<file path="src/rtl/core/bdq_pkg.sv">
package bdq_pkg;

   // Default ring depth
   localparam int DEPTH_DEFAULT = 256;

   // Operation codes carried in the request mode field
   localparam logic [2:0] MODE_PUSH_BACK  = 3'd0;
   localparam logic [2:0] MODE_PUSH_FRONT = 3'd1;
   localparam logic [2:0] MODE_POP_BACK   = 3'd2;
   localparam logic [2:0] MODE_POP_FRONT  = 3'd3;
   localparam logic [2:0] MODE_READ       = 3'd4;

   // One request
   typedef struct packed {
      logic [2:0] mode;
      logic [7:0] value;
      logic [7:0] position;
   } req_type;

   // One result
   typedef struct packed {
      logic [7:0] data;
      logic       ok;
      logic [8:0] occupancy;
   } rsp_type;

   // Controller states, one-hot
   typedef enum logic [2:0] {
      ST_IDLE = 3'b001,
      ST_EXEC = 3'b010,
      ST_RESP = 3'b100
   } state_type;

   // Commands from controller to datapath
   typedef struct packed {
      logic load;
      logic exec;
      logic respond;
   } cmd_type;

endpackage

</file>
<file path="src/rtl/core/byte_deque_with_indexed_read_top.sv">
// Byte deque with indexed read. Pulse start while busy is low to issue one
// request (push back, push front, pop back, pop front, or read at a position
// counted from the front). Each request passes through an accept state, a
// ring memory access state and a response state in which rsp_valid is high
// for a single cycle with the result; busy stays high until that response
// cycle has passed, so no new request is accepted while one is in flight. The
// result cannot be stalled: sample it whenever rsp_valid is high. A failed
// operation (full push, empty pop, read past the held count, unused mode)
// leaves the queue unchanged and returns ok low with data zero. The ring
// contents are not cleared after reset; only written slots are ever returned.
module byte_deque_with_indexed_read_top #(
   parameter int DEPTH = bdq_pkg::DEPTH_DEFAULT
) (
   input  logic             clock,
   input  logic             reset,
   input  logic             start,
   output logic             busy,
   input  bdq_pkg::req_type req_payload,
   output logic             rsp_valid,
   output bdq_pkg::rsp_type rsp_payload
);
   import bdq_pkg::*;

   cmd_type cmd;

   bdq_ctrl u_ctrl (
      .clock (clock),
      .reset (reset),
      .start (start),
      .busy  (busy),
      .cmd   (cmd)
   );

   bdq_datapath #(
      .DEPTH (DEPTH)
   ) u_datapath (
      .clock       (clock),
      .reset       (reset),
      .cmd         (cmd),
      .req_payload (req_payload),
      .rsp_payload (rsp_payload)
   );

   // Strobe the result in the response cycle
   assign rsp_valid = cmd.respond;

endmodule

</file>
<file path="src/rtl/core/bdq_ctrl.sv">
module bdq_ctrl (
   input  logic             clock,
   input  logic             reset,
   input  logic             start,
   output logic             busy,
   output bdq_pkg::cmd_type cmd
);
   import bdq_pkg::*;

   state_type state_ff;
   state_type state_in;

   // Step through load, execute and respond for each request
   always_comb begin
      unique case (state_ff)
         ST_IDLE: state_in = start ? ST_EXEC : ST_IDLE;
         ST_EXEC: state_in = ST_RESP;
         ST_RESP: state_in = ST_IDLE;
         default: state_in = ST_IDLE;
      endcase
   end

   always_ff @(posedge clock) begin
      if (reset) begin
         state_ff <= ST_IDLE;
      end else begin
         state_ff <= state_in;
      end
   end

   // Drive commands and the busy flag
   always_comb begin
      cmd.load    = start && (state_ff == ST_IDLE);
      cmd.exec    = (state_ff == ST_EXEC);
      cmd.respond = (state_ff == ST_RESP);
      busy        = (state_ff != ST_IDLE);
   end

endmodule

</file>
<file path="src/rtl/core/bdq_datapath.sv">
module bdq_datapath #(
   parameter int DEPTH = bdq_pkg::DEPTH_DEFAULT
) (
   input  logic             clock,
   input  logic             reset,
   input  bdq_pkg::cmd_type cmd,
   input  bdq_pkg::req_type req_payload,
   output bdq_pkg::rsp_type rsp_payload
);
   import bdq_pkg::*;

   localparam int PW = $clog2(DEPTH);
   localparam int FW = $clog2(DEPTH + 1);
   localparam int CW = (FW > 8) ? FW : 8;
   localparam logic [PW:0]   DEPTH_W = (PW + 1)'(DEPTH);
   localparam logic [PW-1:0] LAST    = PW'(DEPTH - 1);
   localparam logic [FW-1:0] FULL    = FW'(DEPTH);

   logic [7:0]    mem [DEPTH];
   req_type       req_ff;
   logic [PW-1:0] head_ff;
   logic [PW-1:0] head_in;
   logic [FW-1:0] fill_ff;
   logic [FW-1:0] fill_in;
   logic [7:0]    rd_ff;
   logic          rdsel_ff;
   logic          ok_ff;

   logic          full;
   logic          empty;
   logic          in_range;
   logic [PW-1:0] offset;
   logic [PW:0]   sum;
   logic [PW:0]   wrapped;
   logic [PW-1:0] slot;
   logic          we;
   logic          ok;
   logic          rdsel;

   // Hold the request while it executes
   always_ff @(posedge clock) begin
      if (cmd.load) begin
         req_ff <= req_payload;
      end
   end

   assign full     = (fill_ff == FULL);
   assign empty    = (fill_ff == '0);
   assign in_range = CW'(req_ff.position) < CW'(fill_ff);

   // Map a logical offset from the front onto a ring slot
   assign sum     = {1'b0, head_ff} + {1'b0, offset};
   assign wrapped = (sum >= DEPTH_W) ? (sum - DEPTH_W) : sum;

   // Decode the operation
   always_comb begin
      offset  = '0;
      slot    = wrapped[PW-1:0];
      we      = 1'b0;
      ok      = 1'b0;
      rdsel   = 1'b0;
      head_in = head_ff;
      fill_in = fill_ff;
      unique case (req_ff.mode)
         MODE_PUSH_BACK: begin
            offset = fill_ff[PW-1:0];
            slot   = wrapped[PW-1:0];
            if (!full) begin
               we      = 1'b1;
               ok      = 1'b1;
               fill_in = fill_ff + 1'b1;
            end
         end
         MODE_PUSH_FRONT: begin
            slot = (head_ff == '0) ? LAST : (head_ff - 1'b1);
            if (!full) begin
               we      = 1'b1;
               ok      = 1'b1;
               head_in = slot;
               fill_in = fill_ff + 1'b1;
            end
         end
         MODE_POP_BACK: begin
            offset = PW'(fill_ff - 1'b1);
            slot   = wrapped[PW-1:0];
            if (!empty) begin
               ok      = 1'b1;
               rdsel   = 1'b1;
               fill_in = fill_ff - 1'b1;
            end
         end
         MODE_POP_FRONT: begin
            slot = head_ff;
            if (!empty) begin
               ok      = 1'b1;
               rdsel   = 1'b1;
               head_in = (head_ff == LAST) ? '0 : (head_ff + 1'b1);
               fill_in = fill_ff - 1'b1;
            end
         end
         MODE_READ: begin
            offset = PW'(req_ff.position);
            slot   = wrapped[PW-1:0];
            if (in_range) begin
               ok    = 1'b1;
               rdsel = 1'b1;
            end
         end
         default: begin
            slot = head_ff;
         end
      endcase
   end

   // Access the ring: write pushes, register the read word
   always_ff @(posedge clock) begin
      if (cmd.exec && we) begin
         mem[slot] <= req_ff.value;
      end
      if (cmd.exec) begin
         rd_ff <= mem[slot];
      end
   end

   // Update pointer and count
   always_ff @(posedge clock) begin
      if (reset) begin
         head_ff <= '0;
         fill_ff <= '0;
      end else if (cmd.exec) begin
         head_ff <= head_in;
         fill_ff <= fill_in;
      end
   end

   // Hold result flags for the response cycle
   always_ff @(posedge clock) begin
      if (cmd.exec) begin
         ok_ff    <= ok;
         rdsel_ff <= rdsel;
      end
   end

   assign rsp_payload.data      = rdsel_ff ? rd_ff : 8'd0;
   assign rsp_payload.ok        = ok_ff;
   assign rsp_payload.occupancy = 9'(fill_ff);

endmodule

</file>
<file path="config.mk">
export PLATFORM = sky130hd
export DESIGN_NAME = byte_deque_with_indexed_read_top
export DESIGN_NICKNAME = d
export VERILOG_FILES = /design/src/rtl/core/bdq_pkg.sv /design/src/rtl/core/byte_deque_with_indexed_read_top.sv /design/src/rtl/core/bdq_ctrl.sv /design/src/rtl/core/bdq_datapath.sv
export SDC_FILE = /design/constraint.sdc
export NUM_CORES = 2
export LEC_CHECK = 0
export BUFFER_PORTS_ARGS = -buffer_cell sky130_fd_sc_hd__buf_2
export CAP_MARGIN = 0
export CORE_UTILIZATION = 60
export DETAILED_ROUTE_END_ITERATION = 7
export PLACE_DENSITY = 0.8
export SYNTH_ARGS = -nofsm -noshare
export SYNTH_HDL_FRONTEND = slang
export SYNTH_SLANG_ARGS = --single-unit
</file>
<file path="constraint.sdc">
create_clock -name clock -period 5.85 [get_ports clock]
set_input_delay 0.585 -clock clock [delete_from_list [all_inputs] [get_ports clock]]
set_output_delay 0.585 -clock clock [all_outputs]
set_load 0.02 [all_outputs]
</file>
==> flow_summary.ini <==
[outcome]
outcome = complete, no violations

[die]
io-pin-count = 42
dieArea_mm2 = 0.1405
dieWidth_um = 374.8
rows = 136
start_util = 0.6057
fp.dieH_um = 374.8
core_area_mm2 = 0.1377

[setup_path]
cp.arrival_ns = 6.16
crit_chain = nor2b_1, a21oi_1, nor2_1, ha_1, nor2b_1, a221o_2, nand2_8, buf_4, buf_4, mux4_2, o21ai_1, o311ai_0, a2111oi_2, o32ai_1
critPathMaxFanout = 42
path_class = flip-flop to flip-flop
critPathMaxStageDelay_ns = 0.92
cp.buffers_inverters = 2
critPathSlowestCell = a2111oi_2
cp.required_ns = 6.38
startpoint_type = flip-flop
end_kind = flip-flop
crit_family = compound AO/OA/AOI/OAI gates

[power]
ir_drop_mv = 0.3231
p_int_w = 0.02493
pwr-share-clk = 0.404
powerDensity_mw_per_mm2 = 344.9
p_comb_frac = 0.082
p_leak_nw = 30.40
p_sw_frac = 0.2288
switching_power_w = 0.007396
power_frac_seq = 0.514

[layout]
utilization = 0.6810
syn2layout_area_growth_pct = 12.43
drive_gt1_frac = 0.1991
fin_nets = 4931

[synth]
async_flop_share = 0
ys_ff_latch = 2097
ys_top_cells_by_area = edfxtp_1, mux4_2, nand2_1
netlist_area_mm2 = 0.08338
synth_cells = 4644
synth_area_leader_cell = edfxtp_1
yosys_most_used_dff = edfxtp_1
syn_area_per_cell_um2 = 17.95
yosysSeqAreaShare = 0.7528
synth_most_common_cell = edfxtp_1
ys_top_cells_by_count = edfxtp_1, nand2_1, mux4_2
synth_cell_types = 78
synth_top_area_share = 0.7480
ys_warn_count = 0
syn_nets = 4686
synth-edff-count = 2077

[timing]
rsz0062_at_grt = no
tns_ns = 0
fmax_mhz = 177.7
worstMarginPinSlew_ns = 1.178
hold_viol_final = 0
slew_headroom = 0.2148
slew_violations = 0
fin_crit_sh = 0.9621
clock-skew-final_ns = 0.04918
fin_crit_ns = 5.628
setup_viol = 0

[grt]
grt_use_total = 0.3137
grt_antenna_before_repair = 5
grt_max_degree = 191
grt-ovfl-total = 0
grt_pass1_wl_um = 318800
grt_pass1_vias = 47292

[routing]
ant_nets = 0
drc_errors = 0
drt-total-wl_um = 219900
wire_per_inst_um = 32.10
viasPerCell = 6.976
drt-pass1-iter-count = 6
vias = 47784
drtIter0Drc = 7586

[clock_network]
cts_resized = 0
clkSinkCount = 2097
cts_made_buffers = 199
clk_pin_slew_worst_paths_ns = 0.06
root_buffer = clkbuf_16
cts_tree = yes
cts_buffer_depth = 3
htree_levels = 4
clock_latency_ns = 0.84

[placement]
dp_hpwl_um = 128300
io_buffers = 41
gp_congestion = 0.9621

[worst_hold_path]
hp-class = input port to flip-flop

[job]
cap_violations = 0
## timing repair
| action | 4_1_cts | 5_1_grt |
|---|---|---|
| buffers inserted | 0 | 0 |
| hold endpoints to repair | 19 | 0 |
| hold buffers | 19 | 0 |
## power by group through the flow
| stage | logic, W | clock network (W) | registers, W |
|---|---|---|---|
| after floorplan | 0.00142 | 0 | 0.0171 |
| after global placement | 0.00249 | 0 | 0.0169 |
| after detailed placement | 0.00254 | 0 | 0.0169 |
| after CTS | 0.00259 | 0.0131 | 0.0166 |
| after global routing | 0.00273 | 0.0136 | 0.0166 |
| final | 0.00266 | 0.0131 | 0.0166 |
## final cells by class
| type | count | area [um^2] |
|---|---|---|
| diodes | 4 | 10.01 |
| clock buffers | 256 | 5279 |
| clock inverters | 108 | 1262 |
| fillers | 8112 | 43920 |
| inverters | 16 | 60.06 |
| multi-input cells | 2229 | 19200 |
| flip-flops and latches | 2097 | 62770 |
| well taps | 1794 | 2245 |
| repair buffers | 346 | 2918 |
## flip-flops by register name, summed over array words and instances, names as in the netlist
| signal | count |
|---|---|
| u_datapath.req_ff | 19 |
| u_datapath.fill_ff | 9 |
| u_ctrl.state_ff | 3 |
| u_datapath.rd_ff | 8 |
| u_datapath.mem | 2048 |
| u_datapath.rdsel_ff | 1 |
| u_datapath.ok_ff | 1 |
| u_datapath.head_ff | 8 |
## final timing paths
| kind | start | end | slack (ns) | cells after the start |
|---|---|---|---|---|
| max reg2reg | u_datapath.req_ff[17] | u_datapath.rd_ff[4] | 0.22 | 14 |
| min reg2reg | u_ctrl.state_ff[2] | u_ctrl.state_ff[1] | 0.58 | 2 |
| min | start | u_ctrl.state_ff[1] | 0.04 | 3 |
| max | u_datapath.req_ff[17] | u_datapath.rd_ff[4] | 0.22 | 14 |
## worst register-to-register path: stages, from the launching register on
cell and delay (ns):
edfxtp_1 0.54, nor2b_1 0.22, a21oi_1 0.20, nor2_1 0.07
ha_1 0.29, nor2b_1 0.13, a221o_2 0.41, nand2_8 0.50
buf_4 0.31, buf_4 0.33, mux4_2 0.55, o21ai_1 0.29
o311ai_0 0.38, a2111oi_2 0.92, o32ai_1 0.22
## cell families after synthesis
| kind of cell | synth area share |
|---|---|
| DFF | 0.7528 |
| muxes | 0.1171 |
| AOI/OAI and AO/OA | 0.04389 |
| and+or+nand+nor | 0.06265 |
| xor gates and xnor gates | 0.001681 |
| adders and majority gates | 0.003211 |
| buffers and inverters | 0.01861 |
## metal layers
layer	GRT usage	wire [um]	vias up
met5	0	19	-
met2	0.4835	102000	3940
met3	0.08865	29170	769
li1	-	-	19126
met1	0.4135	75700	23945
met4	0.1580	12970	4
## through the flow
step | area, um^2 | cells | total power (W) | worst slack [ns] | hold slack (ns)
after floorplan | 83380 | 4644 | 0.01853 | 1.317 | 0.5169
after global placement | 87000 | 6463 | 0.01942 | 0.4909 | 0.5555
after detailed placement | 87000 | 6463 | 0.01947 | 0.4975 | 0.5455
after CTS | 93730 | 6846 | 0.03226 | 0.4461 | 0.009530
after global routing | 93730 | 6846 | 0.03293 | 0.1395 | 0.05493
final | 93740 | 6850 | 0.03233 | 0.2216 | 0.04367
## cell usage in the layout, fill, tap and decap left out, types with 11 or more instances in the layout
cell           instances
edfxtp_1            2077
nand2_1              574
mux4_2               364
buf_4                256
nor2_1               252
clkbuf_16            203
mux2i_1              151
nand3_1              122
and3_1                85
a21oi_1               68
a31oi_1               65
a32oi_1               53
clkbuf_1              53
a211oi_1              48
nor2b_1               44
buf_2                 41
clkinv_1              37
clkinv_2              30
buf_12                30
o22ai_1               29
o21ai_0               28
a311oi_1              28
bufinv_16             24
a22oi_1               22
dfxtp_1               20
ha_1                  19
dlygate4sd3_1         19
nor3_1                18
inv_1                 16
a221oi_1              16
nand4_1               15
a32o_1                14
a21o_1                13
o221ai_1              13
a2111oi_0             13
xnor2_1               12
or3_1                 12
nor4_1                11
Power figures use the tool's default switching activity.
